$ cat src/led_strip_fade_engine_defines.svh
// ============================================================================
// led_strip_fade_engine_defines
// Assertion macros shared by the fade engine RTL.
// ============================================================================
`ifndef LED_STRIP_FADE_ENGINE_DEFINES_SVH
`define LED_STRIP_FADE_ENGINE_DEFINES_SVH

// same-cycle implication, sampled on clk, off during reset
`define LSFE_ASSERT_IMP(name, ante, cons, msg) \
    name: assert property (@(posedge clk) disable iff (!rst_n) (ante) |-> (cons)) \
        else $error(msg);

// next-cycle implication, sampled on clk, off during reset
`define LSFE_ASSERT_NEXT(name, ante, cons, msg) \
    name: assert property (@(posedge clk) disable iff (!rst_n) (ante) |=> (cons)) \
        else $error(msg);

`endif

$ cat src/lsfe_pkg.sv
// ============================================================================
// lsfe_pkg
// Types and constants of the LED strip fade engine.
// ============================================================================
package lsfe_pkg;

    localparam int LED_IDX_W   = 6;
    localparam int LEVEL_W     = 8;
    localparam int TIME_W      = 8;
    localparam int DIV_W       = 8;
    localparam int DIV_CNT_W   = $clog2(DIV_W + 1);
    localparam int IN_TDATA_W  = 24;
    localparam int IN_TUSER_W  = 2;
    localparam int OUT_TDATA_W = 16;

    localparam int TUSER_OP_BIT   = 0;
    localparam int TUSER_BUSY_BIT = 1;

    localparam logic [LEVEL_W-1:0] PERIOD_RST = 8'd10;

    typedef enum logic
    {
        OP_SET  = 1'b0,
        OP_TICK = 1'b1
    } op_t;

    typedef enum logic
    {
        DIV_SEL_N    = 1'b0,
        DIV_SEL_STEP = 1'b1
    } div_sel_t;

    typedef enum logic [2:0]
    {
        ST_IDLE,
        ST_DECODE,
        ST_DIVN_WAIT,
        ST_STEP,
        ST_DIVS_WAIT,
        ST_SCAN,
        ST_SCAN_UPD,
        ST_FLUSH
    } state_t;

    typedef struct packed
    {
        logic [LEVEL_W-1:0] cur;
        logic [LEVEL_W-1:0] want;
        logic [LEVEL_W-1:0] step;
    } entry_t;

    typedef struct packed
    {
        logic     load_item;
        logic     rd_item;
        logic     rd_scan;
        logic     div_start;
        div_sel_t div_sel;
        logic     n_capture;
        logic     set_write;
        logic     scan_clear;
        logic     scan_inc;
        logic     tick_update;
        logic     flush;
    } cmd_t;

    typedef struct packed
    {
        op_t  item_op;
        logic strip_busy;
        logic idx_ok;
        logic div_done;
        logic n_zero;
        logic scan_end;
        logic scan_dirty;
        logic pend_valid;
        logic out_free;
    } status_t;

endpackage

$ cat src/led_strip_fade_engine.sv
// ============================================================================
// led_strip_fade_engine
// Per-channel linear fade engine with set-target and tick items.
// ============================================================================
//  channel   dir  beat fields (low bit first)
//  s_axis    in   tdata: led_index, wanted_value, transition_time
//                 tuser: operation, strip_busy; tlast: batch_end
//  m_axis    out  tdata: pixel_index, pixel_value; tlast: last
//  cfg       in   data: update_period_ms
//
//  Set target: two divides (time by period, then distance by step count),
//  one when the step count is zero, none for an index beyond the strip.
//  Tick: scans every channel and updates each dirty one; a busy tick is dropped.
//  Stalls on m_axis hold the scan; up to two results wait (pending, output).
//  Reset clears marks and valid bits at once; no clearing pass.
// ============================================================================
module led_strip_fade_engine
#(
    parameter int NUM_LEDS = 64
)
(
    input  logic                                clk,
    input  logic                                rst_n,
    input  logic                                s_axis_tvalid,
    output logic                                s_axis_tready,
    input  logic [lsfe_pkg::IN_TDATA_W-1:0]     s_axis_tdata,  // led_index, wanted_value, transition_time
    input  logic [lsfe_pkg::IN_TUSER_W-1:0]     s_axis_tuser,  // operation, strip_busy
    input  logic                                s_axis_tlast,
    output logic                                m_axis_tvalid,
    input  logic                                m_axis_tready,
    output logic [lsfe_pkg::OUT_TDATA_W-1:0]    m_axis_tdata,  // pixel_index, pixel_value
    output logic                                m_axis_tlast,
    input  logic                                cfg_valid,
    output logic                                cfg_ready,
    input  logic [lsfe_pkg::LEVEL_W-1:0]        cfg_data
);

    `include "led_strip_fade_engine_defines.svh"

    lsfe_pkg::cmd_t    cmd;
    lsfe_pkg::status_t status;

    assign cfg_ready = 1'b1;

    lsfe_ctrl u_ctrl
    (
        .clk     (clk),
        .rst_n   (rst_n),
        .s_valid (s_axis_tvalid),
        .s_ready (s_axis_tready),
        .status  (status),
        .cmd     (cmd)
    );

    lsfe_datapath #(.NUM_LEDS(NUM_LEDS)) u_dp
    (
        .clk      (clk),
        .rst_n    (rst_n),
        .s_data   (s_axis_tdata),
        .s_user   (s_axis_tuser),
        .cfg_we   (cfg_valid && cfg_ready),
        .cfg_data (cfg_data),
        .m_ready  (m_axis_tready),
        .cmd      (cmd),
        .status   (status),
        .m_valid  (m_axis_tvalid),
        .m_data   (m_axis_tdata),
        .m_last   (m_axis_tlast)
    );

    `LSFE_ASSERT_IMP(a_idle_no_pend, s_axis_tready, !status.pend_valid, "pending result at idle")
    `LSFE_ASSERT_IMP(a_upd_no_overrun, cmd.tick_update, !status.pend_valid || status.out_free, "output overrun")
    `LSFE_ASSERT_IMP(a_set_in_range, cmd.set_write, status.idx_ok, "write beyond strip")
    `LSFE_ASSERT_NEXT(a_load_leaves_idle, cmd.load_item, !s_axis_tready, "ready after accept")

endmodule

$ cat src/lsfe_div.sv
// ============================================================================
// lsfe_div
// Restoring unsigned divider, one quotient bit per cycle.
// ============================================================================
module lsfe_div
(
    input  logic                         clk,
    input  logic                         rst_n,
    input  logic                         start,
    input  logic [lsfe_pkg::DIV_W-1:0]   dividend,
    input  logic [lsfe_pkg::DIV_W-1:0]   divisor,
    output logic [lsfe_pkg::DIV_W-1:0]   quotient,
    output logic                         done
);

    localparam int W  = lsfe_pkg::DIV_W;
    localparam int CW = lsfe_pkg::DIV_CNT_W;

    logic [W-1:0]  rem_reg, rem_next;
    logic [W-1:0]  quo_reg, quo_next;
    logic [W-1:0]  dsr_reg, dsr_next;
    logic [CW-1:0] cnt_reg, cnt_next;
    logic          done_reg, done_next;
    logic [W:0]    shifted;
    logic [W:0]    trial;
    logic          fits;

    always_comb
    begin
        shifted   = {rem_reg, quo_reg[W-1]};
        trial     = shifted - {1'b0, dsr_reg};
        fits      = shifted >= {1'b0, dsr_reg};
        rem_next  = rem_reg;
        quo_next  = quo_reg;
        dsr_next  = dsr_reg;
        cnt_next  = cnt_reg;
        done_next = 1'b0;
        if (start)
        begin
            rem_next = '0;
            quo_next = dividend;
            dsr_next = divisor;
            cnt_next = CW'(W);
        end
        else if (cnt_reg != '0)
        begin
            rem_next  = fits ? trial[W-1:0] : shifted[W-1:0];
            quo_next  = {quo_reg[W-2:0], fits};
            cnt_next  = cnt_reg - 1'b1;
            done_next = (cnt_reg == CW'(1));
        end
    end

    always_ff @(posedge clk)
    begin
        rem_reg <= rem_next;
        quo_reg <= quo_next;
        dsr_reg <= dsr_next;
    end

    always_ff @(posedge clk or negedge rst_n)
    begin
        if (!rst_n)
        begin
            cnt_reg  <= '0;
            done_reg <= 1'b0;
        end
        else
        begin
            cnt_reg  <= cnt_next;
            done_reg <= done_next;
        end
    end

    assign quotient = quo_reg;
    assign done     = done_reg;

endmodule

$ cat src/lsfe_datapath.sv
// ============================================================================
// lsfe_datapath
// Channel table, step calculation, fade update and output registers.
// ============================================================================
module lsfe_datapath
#(
    parameter int NUM_LEDS = 64
)
(
    input  logic                                clk,
    input  logic                                rst_n,
    input  logic [lsfe_pkg::IN_TDATA_W-1:0]     s_data,
    input  logic [lsfe_pkg::IN_TUSER_W-1:0]     s_user,
    input  logic                                cfg_we,
    input  logic [lsfe_pkg::LEVEL_W-1:0]        cfg_data,
    input  logic                                m_ready,
    input  lsfe_pkg::cmd_t                      cmd,
    output lsfe_pkg::status_t                   status,
    output logic                                m_valid,
    output logic [lsfe_pkg::OUT_TDATA_W-1:0]    m_data,
    output logic                                m_last
);

    localparam int AW = (NUM_LEDS > 1) ? $clog2(NUM_LEDS) : 1;
    localparam int CW = $clog2(NUM_LEDS + 1);
    localparam int IW = lsfe_pkg::LED_IDX_W;
    localparam int LW = lsfe_pkg::LEVEL_W;

    logic [LW-1:0]       period_reg;
    lsfe_pkg::op_t       item_op_reg;
    logic                item_busy_reg;
    logic [IW-1:0]       item_idx_reg;
    logic [LW-1:0]       item_want_reg;
    logic [LW-1:0]       item_time_reg;

    lsfe_pkg::entry_t    mem [NUM_LEDS];
    lsfe_pkg::entry_t    rd_entry_reg;
    logic                rd_valid_reg;
    logic [NUM_LEDS-1:0] valid_reg;
    logic [NUM_LEDS-1:0] dirty_reg;

    logic [CW-1:0]       scan_reg;
    logic [LW-1:0]       n_reg;

    logic                pend_valid_reg;
    logic [IW-1:0]       pend_idx_reg;
    logic [LW-1:0]       pend_val_reg;
    logic                out_valid_reg;
    logic [IW-1:0]       out_idx_reg;
    logic [LW-1:0]       out_val_reg;
    logic                out_last_reg;

    logic [AW-1:0]       item_addr;
    logic [AW-1:0]       scan_addr;
    logic [LW-1:0]       cur_set;
    logic [LW-1:0]       diff;
    logic [LW-1:0]       step_set;
    logic [LW-1:0]       div_a;
    logic [LW-1:0]       div_b;
    logic [LW-1:0]       div_q;
    logic                div_done;
    logic [LW:0]         up_sum;
    logic [LW:0]         dn_lim;
    logic [LW-1:0]       new_level;
    logic                arrived;
    logic                out_free;

    lsfe_div u_div
    (
        .clk      (clk),
        .rst_n    (rst_n),
        .start    (cmd.div_start),
        .dividend (div_a),
        .divisor  (div_b),
        .quotient (div_q),
        .done     (div_done)
    );

    always_comb
    begin
        item_addr = item_idx_reg[AW-1:0];
        scan_addr = scan_reg[AW-1:0];
        cur_set   = rd_valid_reg ? rd_entry_reg.cur : '0;
        diff      = (item_want_reg >= cur_set) ? (item_want_reg - cur_set)
                                               : (cur_set - item_want_reg);
        if (n_reg == '0)
            step_set = diff;
        else if (div_q == '0 && diff != '0)
            step_set = LW'(1);
        else
            step_set = div_q;

        if (cmd.div_sel == lsfe_pkg::DIV_SEL_N)
        begin
            div_a = item_time_reg;
            div_b = period_reg;
        end
        else
        begin
            div_a = diff;
            div_b = n_reg;
        end

        up_sum = {1'b0, rd_entry_reg.cur} + {1'b0, rd_entry_reg.step};
        dn_lim = {1'b0, rd_entry_reg.want} + {1'b0, rd_entry_reg.step};
        if (rd_entry_reg.want > rd_entry_reg.cur)
            new_level = (up_sum > {1'b0, rd_entry_reg.want}) ? rd_entry_reg.want
                                                             : up_sum[LW-1:0];
        else
            new_level = ({1'b0, rd_entry_reg.cur} >= dn_lim)
                      ? (rd_entry_reg.cur - rd_entry_reg.step) : rd_entry_reg.want;
        arrived  = (new_level == rd_entry_reg.want);
        out_free = !out_valid_reg || m_ready;
    end

    // item capture
    always_ff @(posedge clk)
    begin
        if (cmd.load_item)
        begin
            item_op_reg   <= lsfe_pkg::op_t'(s_user[lsfe_pkg::TUSER_OP_BIT]);
            item_busy_reg <= s_user[lsfe_pkg::TUSER_BUSY_BIT];
            item_idx_reg  <= s_data[IW-1:0];
            item_want_reg <= s_data[IW+LW-1:IW];
            item_time_reg <= s_data[IW+LW+lsfe_pkg::TIME_W-1:IW+LW];
        end
        if (cmd.n_capture)
            n_reg <= (period_reg == '0) ? '0 : div_q;
    end

    // channel table
    always_ff @(posedge clk)
    begin
        if (cmd.set_write)
            mem[item_addr] <= '{cur: cur_set, want: item_want_reg, step: step_set};
        else if (cmd.tick_update)
            mem[scan_addr] <= '{cur: new_level, want: rd_entry_reg.want,
                                step: rd_entry_reg.step};
        if (cmd.rd_item)
        begin
            rd_entry_reg <= mem[item_addr];
            rd_valid_reg <= valid_reg[item_addr];
        end
        else if (cmd.rd_scan)
        begin
            rd_entry_reg <= mem[scan_addr];
            rd_valid_reg <= valid_reg[scan_addr];
        end
    end

    always_ff @(posedge clk or negedge rst_n)
    begin
        if (!rst_n)
        begin
            period_reg     <= lsfe_pkg::PERIOD_RST;
            valid_reg      <= '0;
            dirty_reg      <= '0;
            scan_reg       <= '0;
            pend_valid_reg <= 1'b0;
            out_valid_reg  <= 1'b0;
        end
        else
        begin
            if (cfg_we)
                period_reg <= cfg_data;
            if (cmd.set_write)
            begin
                valid_reg[item_addr] <= 1'b1;
                dirty_reg[item_addr] <= 1'b1;
            end
            if (cmd.tick_update && arrived)
                dirty_reg[scan_addr] <= 1'b0;
            if (cmd.scan_clear)
                scan_reg <= '0;
            else if (cmd.scan_inc || cmd.tick_update)
                scan_reg <= scan_reg + 1'b1;
            if (cmd.tick_update)
                pend_valid_reg <= 1'b1;
            else if (cmd.flush)
                pend_valid_reg <= 1'b0;
            if ((cmd.tick_update && pend_valid_reg) || cmd.flush)
                out_valid_reg <= 1'b1;
            else if (m_ready)
                out_valid_reg <= 1'b0;
        end
    end

    // result registers
    always_ff @(posedge clk)
    begin
        if (cmd.tick_update)
        begin
            pend_idx_reg <= IW'(scan_addr);
            pend_val_reg <= new_level;
        end
        if ((cmd.tick_update && pend_valid_reg) || cmd.flush)
        begin
            out_idx_reg  <= pend_idx_reg;
            out_val_reg  <= pend_val_reg;
            out_last_reg <= cmd.flush;
        end
    end

    always_comb
    begin
        status.item_op    = item_op_reg;
        status.strip_busy = item_busy_reg;
        status.idx_ok     = ({1'b0, item_idx_reg} < (IW+1)'(NUM_LEDS));
        status.div_done   = div_done;
        status.n_zero     = (n_reg == '0);
        status.scan_end   = (scan_reg == CW'(NUM_LEDS));
        status.scan_dirty = dirty_reg[scan_addr];
        status.pend_valid = pend_valid_reg;
        status.out_free   = out_free;
    end

    assign m_valid = out_valid_reg;
    assign m_data  = {{(lsfe_pkg::OUT_TDATA_W - IW - LW){1'b0}}, out_val_reg, out_idx_reg};
    assign m_last  = out_last_reg;

endmodule

$ cat src/lsfe_ctrl.sv
// ============================================================================
// lsfe_ctrl
// Sequencer for set-target and tick items.
// ============================================================================
module lsfe_ctrl
(
    input  logic                clk,
    input  logic                rst_n,
    input  logic                s_valid,
    output logic                s_ready,
    input  lsfe_pkg::status_t   status,
    output lsfe_pkg::cmd_t      cmd
);

    lsfe_pkg::state_t state_reg, state_next;

    always_ff @(posedge clk or negedge rst_n)
    begin
        if (!rst_n)
            state_reg <= lsfe_pkg::ST_IDLE;
        else
            state_reg <= state_next;
    end

    always_comb
    begin
        state_next = state_reg;
        cmd        = '0;
        s_ready    = 1'b0;
        case (state_reg)
            lsfe_pkg::ST_IDLE:
            begin
                s_ready = 1'b1;
                if (s_valid)
                begin
                    cmd.load_item = 1'b1;
                    state_next    = lsfe_pkg::ST_DECODE;
                end
            end
            lsfe_pkg::ST_DECODE:
            begin
                if (status.item_op == lsfe_pkg::OP_SET)
                begin
                    if (status.idx_ok)
                    begin
                        cmd.rd_item   = 1'b1;
                        cmd.div_start = 1'b1;
                        cmd.div_sel   = lsfe_pkg::DIV_SEL_N;
                        state_next    = lsfe_pkg::ST_DIVN_WAIT;
                    end
                    else
                        state_next = lsfe_pkg::ST_IDLE;
                end
                else if (status.strip_busy)
                    state_next = lsfe_pkg::ST_IDLE;
                else
                begin
                    cmd.scan_clear = 1'b1;
                    state_next     = lsfe_pkg::ST_SCAN;
                end
            end
            lsfe_pkg::ST_DIVN_WAIT:
            begin
                if (status.div_done)
                begin
                    cmd.n_capture = 1'b1;
                    state_next    = lsfe_pkg::ST_STEP;
                end
            end
            lsfe_pkg::ST_STEP:
            begin
                if (status.n_zero)
                begin
                    cmd.set_write = 1'b1;
                    state_next    = lsfe_pkg::ST_IDLE;
                end
                else
                begin
                    cmd.div_start = 1'b1;
                    cmd.div_sel   = lsfe_pkg::DIV_SEL_STEP;
                    state_next    = lsfe_pkg::ST_DIVS_WAIT;
                end
            end
            lsfe_pkg::ST_DIVS_WAIT:
            begin
                cmd.div_sel = lsfe_pkg::DIV_SEL_STEP;
                if (status.div_done)
                begin
                    cmd.set_write = 1'b1;
                    state_next    = lsfe_pkg::ST_IDLE;
                end
            end
            lsfe_pkg::ST_SCAN:
            begin
                if (status.scan_end)
                    state_next = lsfe_pkg::ST_FLUSH;
                else if (status.scan_dirty)
                begin
                    cmd.rd_scan = 1'b1;
                    state_next  = lsfe_pkg::ST_SCAN_UPD;
                end
                else
                    cmd.scan_inc = 1'b1;
            end
            lsfe_pkg::ST_SCAN_UPD:
            begin
                if (!status.pend_valid || status.out_free)
                begin
                    cmd.tick_update = 1'b1;
                    state_next      = lsfe_pkg::ST_SCAN;
                end
            end
            lsfe_pkg::ST_FLUSH:
            begin
                if (!status.pend_valid)
                    state_next = lsfe_pkg::ST_IDLE;
                else if (status.out_free)
                begin
                    cmd.flush  = 1'b1;
                    state_next = lsfe_pkg::ST_IDLE;
                end
            end
            default:
            begin
                state_next = lsfe_pkg::ST_IDLE;
            end
        endcase
    end

endmodule
$ cat config.mk
export PLATFORM = sky130hd
export DESIGN_NAME = led_strip_fade_engine
export DESIGN_NICKNAME = d
export VERILOG_FILES = /design/src/lsfe_pkg.sv /design/src/led_strip_fade_engine.sv /design/src/lsfe_div.sv /design/src/lsfe_datapath.sv /design/src/lsfe_ctrl.sv
export VERILOG_INCLUDE_DIRS = /design/src /design/src/src
export SDC_FILE = /design/constraint.sdc
export NUM_CORES = 2
export LEC_CHECK = 0
export BUFFER_PORTS_ARGS = -buffer_cell sky130_fd_sc_hd__buf_2
export CAP_MARGIN = 25
export CORE_UTILIZATION = 64
export CTS_BUF_LIST = sky130_fd_sc_hd__clkbuf_16
export DETAILED_ROUTE_END_ITERATION = 8
export PLACE_DENSITY = 0.79
export SLEW_MARGIN = 15
export SYNTH_ARGS = -nofsm -noshare
export SYNTH_HDL_FRONTEND = slang
export SYNTH_HIERARCHICAL = 1
export SYNTH_SLANG_ARGS = --single-unit
$ cat constraint.sdc
create_clock -name clk -period 7.7 [get_ports clk]
set_input_delay 1.155 -clock clk [delete_from_list [all_inputs] [get_ports clk]]
set_output_delay 1.155 -clock clk [all_outputs]
set_load 0.01 [all_outputs]
==> out/metrics.yaml <==
grt:
  grt_max_degree: 137
  grt_pass1_wl_um: 371000
  grt_pass1_vias: 55500
  grt_usage_pct: 39.0
  antenna_found_initial: 16
  overflow: 0
die:
  start_util_pct: 64.9
  fp.dieArea_mm2: 0.132
  rows: 131
  die_x_um: 363
  pin_count: 60
  die_y_um: 363
  design.core.area_mm2: 0.128
sta:
  min_period_over_period_pct: 74.2
  fmax_ghz: 0.175
  hold_viol_final: 0
  rsz0062_at_grt: "no"
  hold-worst-slack_ps: 350
  tns_ps: 0
  layout_min_cycle_time_ps: 5720
  worstMarginPinSlew_ps: 1180
  setup_viol: 0
  skew_ps: 38.0
  maxSlewViolCount: 0
  relSlewSlack_pct: 21.4
drt:
  viasPerCell: 8.07
  num_vias: 56100
  drt_wl_total_um: 256000
  wl_per_cell_um: 36.9
  first_pass_iters: 9
  final_antenna_net_count: 0
  drc: 2
  drtIter0Drc: 10300
clocking:
  path_clk_slew_ps: 60
  htree_levels: 4
  cts_hold_buf: 0
  clockRootBuffer: "clkbuf_16"
  cts_buffers: 177
  cts_sinks: 1805
  cts_tree: "yes"
  postCtsSetupRepairBufs: 0
  cts-resized-gates: 0
  clk_latency_ps: 840
  ctsLongestPathBuffers: 3
setup_path:
  start_kind: "register"
  arrival_ps: 6300
  critPathMaxStageDelay_ps: 700
  reg2regPathDepth: 19
  worstReg2RegStart: "u_dp/rd_entry_reg[16]$_DFFE_PP_"
  r2r_slack_ps: 1980
  cp-end-kind: "register"
  worstSetupPathType: "register to register"
  r2r_end: "u_dp/mem[32][17]$_DFFE_PP_"
  cp_slowest_cell: "o31ai_4"
  cp_data_required_time_ps: 8280
  cp_cell_sequence: "ha_1 > fa_1 > nand2b_1 > a21oi_1 > o21ai_1 > a21oi_1 > or3_1 > nand2_1 > ha_1 > a21o_1 > a21o_1 > a2111oi_0 > a211oi_1 > a31o_1 > or2_1 > nand2_1 > nor2_1 > o31ai_4 > buf_4"
  critPathMaxFanout: 47
yosys:
  synth_area_mm2: 0.0833
  yosys_warnings: 6
  ys_ff_latch: 1805
  synth_top_cell_by_area: "edfxtp_1"
  synth.avg_cell_area_um2: 16.3
  synth_edf_count: 1638
  synth_top_area_share_pct: 59.1
  synthArstFlopShare_pct: 8.48
  synth_top_flop_cell: "edfxtp_1"
  netlist_instances: 5118
  seq_area_frac_synth_pct: 64.0
  synthTopCellsByArea: "edfxtp_1, mux4_2, a22oi_1, dfrtp_1, a221oi_1"
  synth_cell_types: 92
layout:
  nNetsFinal: 5191
  drive_gt1_share_pct: 23.0
  area_delta_synth_final_pct: 10.4
  final_cells: 6947
  largest_reg_flops: 1536
pwr:
  vdd_drop_max_mv: 0.399
  seqPwrFrac_pct: 37.9
  intPower_w: 0.0214
  swShare_pct: 36.4
  power_frac_clock_pct: 25.3
  p_leak_nw: 29.6
  combPwrFrac_pct: 36.8
  switchingPower_w: 0.0123
  power.density_mw_per_mm2: 367
place:
  placed_cells: 6609
  portBuffers: 53
  dp_hpwl_um: 144000
  gp_congestion: 0.938
outcome:
  outcome: "finished with violations"
  violations: "design-rule violations"
worst_hold_path:
  hold_class: "input pin to asynchronous set/reset pin"
run:
  drv_cap: 0
==> cell type report <==
| class | instances | area [um2] |
|---|---|---|
| clock inverters | 142 | 1110 |
| flip-flops and latches | 1805 | 53300 |
| well taps | 1729 | 2160 |
| diodes | 3 | 7.51 |
| multi-input cells | 2798 | 28600 |
| repair buffers | 195 | 1820 |
| fillers | 7525 | 36400 |
| clock buffers | 182 | 4550 |
| inverters | 93 | 349 |
==> cells by family (layout without fill, tap and decap cells) <==
kind of cell	count (synthesis)	in the layout	share of synthesized area, %
and+or+nand+nor	690	690	4.12
other	3	7	0.0135
AOI/OAI and AO/OA	1394	1394	12.8
adders and majority gates	81	81	1.27
buffers and inverters	516	612	2.59
xor gates and xnor gates	41	41	0.449
muxes	588	588	14.8
DFF	1805	1805	64.0
==> metrics by stage <==
stage	power, W	util, %	setup slack (ps)	area, um2
detailed placement	0.0247	67.1	1830	86100
global route	0.0345	71.6	1650	91900
global placement	0.0244	66.9	1940	85900
CTS	0.0332	71.5	1840	91700
finish	0.0337	71.6	1980	91900
floorplan	0.0207	-	632	83300
==> how the worst max path moves through the flow <==
stage / from / end / slack, ps / cells after the start
floorplan: u_dp/rd_entry_reg[0]$_DFFE_PP_ / u_dp/mem[0][16]$_DFFE_PP_ / 630 / 19
global placement: u_dp/rd_entry_reg[0]$_DFFE_PP_ / u_dp/mem[60][20]$_DFFE_PP_ / 1940 / 18
detailed placement: u_dp/rd_entry_reg[0]$_DFFE_PP_ / u_dp/mem[42][20]$_DFFE_PP_ / 1830 / 18
CTS: u_dp/rd_entry_reg[16]$_DFFE_PP_ / u_dp/mem[49][20]$_DFFE_PP_ / 1840 / 18
global route: u_dp/rd_entry_reg[0]$_DFFE_PP_ / u_dp/mem[32][17]$_DFFE_PP_ / 1650 / 19
finish: u_dp/rd_entry_reg[16]$_DFFE_PP_ / u_dp/mem[32][17]$_DFFE_PP_ / 1980 / 19
==> placed cells by master, fill, tap and decap left out, types with 18 or more instances in the layout <==
cell type,n
edfxtp_1,1638
a22oi_1,635
mux4_2,511
clkbuf_16,182
nor2_1,161
dfrtp_1,148
nand4_1,143
a21oi_1,142
inv_1,131
nand2_1,120
a221oi_1,108
a22o_1,107
buf_4,103
ha_1,75
nor2_4,67
a31oi_1,66
a21o_1,55
buf_2,53
o21ai_0,48
mux2_2,46
a41oi_1,45
clkinv_2,39
or2_2,36
buf_12,35
clkinv_1,34
nand2b_1,29
mux2i_1,29
a41oi_2,28
o211ai_1,27
xnor2_1,26
nand3_1,23
and2_1,21
nor3_1,18
==> power by group through the flow <==
stage | clock, W | combinational, W | sequential (W)
4_1_cts | 0.00856 | 0.0119 | 0.0127
3_5_place_dp | 0 | 0.0117 | 0.0129
3_3_place_gp | 0 | 0.0115 | 0.0129
6_report | 0.00855 | 0.0124 | 0.0128
5_1_grt | 0.00893 | 0.0128 | 0.0128
2_1_floorplan | 0 | 0.00808 | 0.0126
==> worst max-delay path: cells and delay by family (launching register included) <==
family | cells | cell delay (ps)
AOI/OAI and AO/OA | 9 | 2210
buffers and inverters | 1 | 510
and+or+nand+nor | 6 | 1290
adders and majority gates | 3 | 950
DFF | 1 | 480
==> synthesized netlist by cell type (all sizes together), types with 23 or more instances <==
| master | number |
|---|---|
| nand2b | 29 |
| a221oi | 108 |
| nand3 | 23 |
| a21oi | 145 |
| a22o | 107 |
| a31oi | 68 |
| o211ai | 27 |
| nand2 | 120 |
| mux2 | 48 |
| dfrtp | 151 |
| o21ai | 63 |
| nand4 | 143 |
| clkbuf | 253 |
| mux2i | 29 |
| a21o | 55 |
| a22oi | 635 |
| nor2 | 230 |
| inv | 93 |
| mux4 | 511 |
| a41oi | 73 |
| or2 | 38 |
| ha | 75 |
| edfxtp | 1638 |
| buf | 170 |
| xnor2 | 26 |
==> per-layer routing <==
| metal | part of all wire [%] | global-route usage (%) | vias up |
|---|---|---|---|
| li1 | - | - | 21500 |
| met1 | 32 | 51.0 | 27500 |
| met2 | 45 | 58.5 | 5875 |
| met3 | 17 | 13.5 | 1155 |
| met4 | 5.8 | 19.8 | 20 |
| met5 | 0.050 | 0 | - |
(Power assumes the default switching activity.)
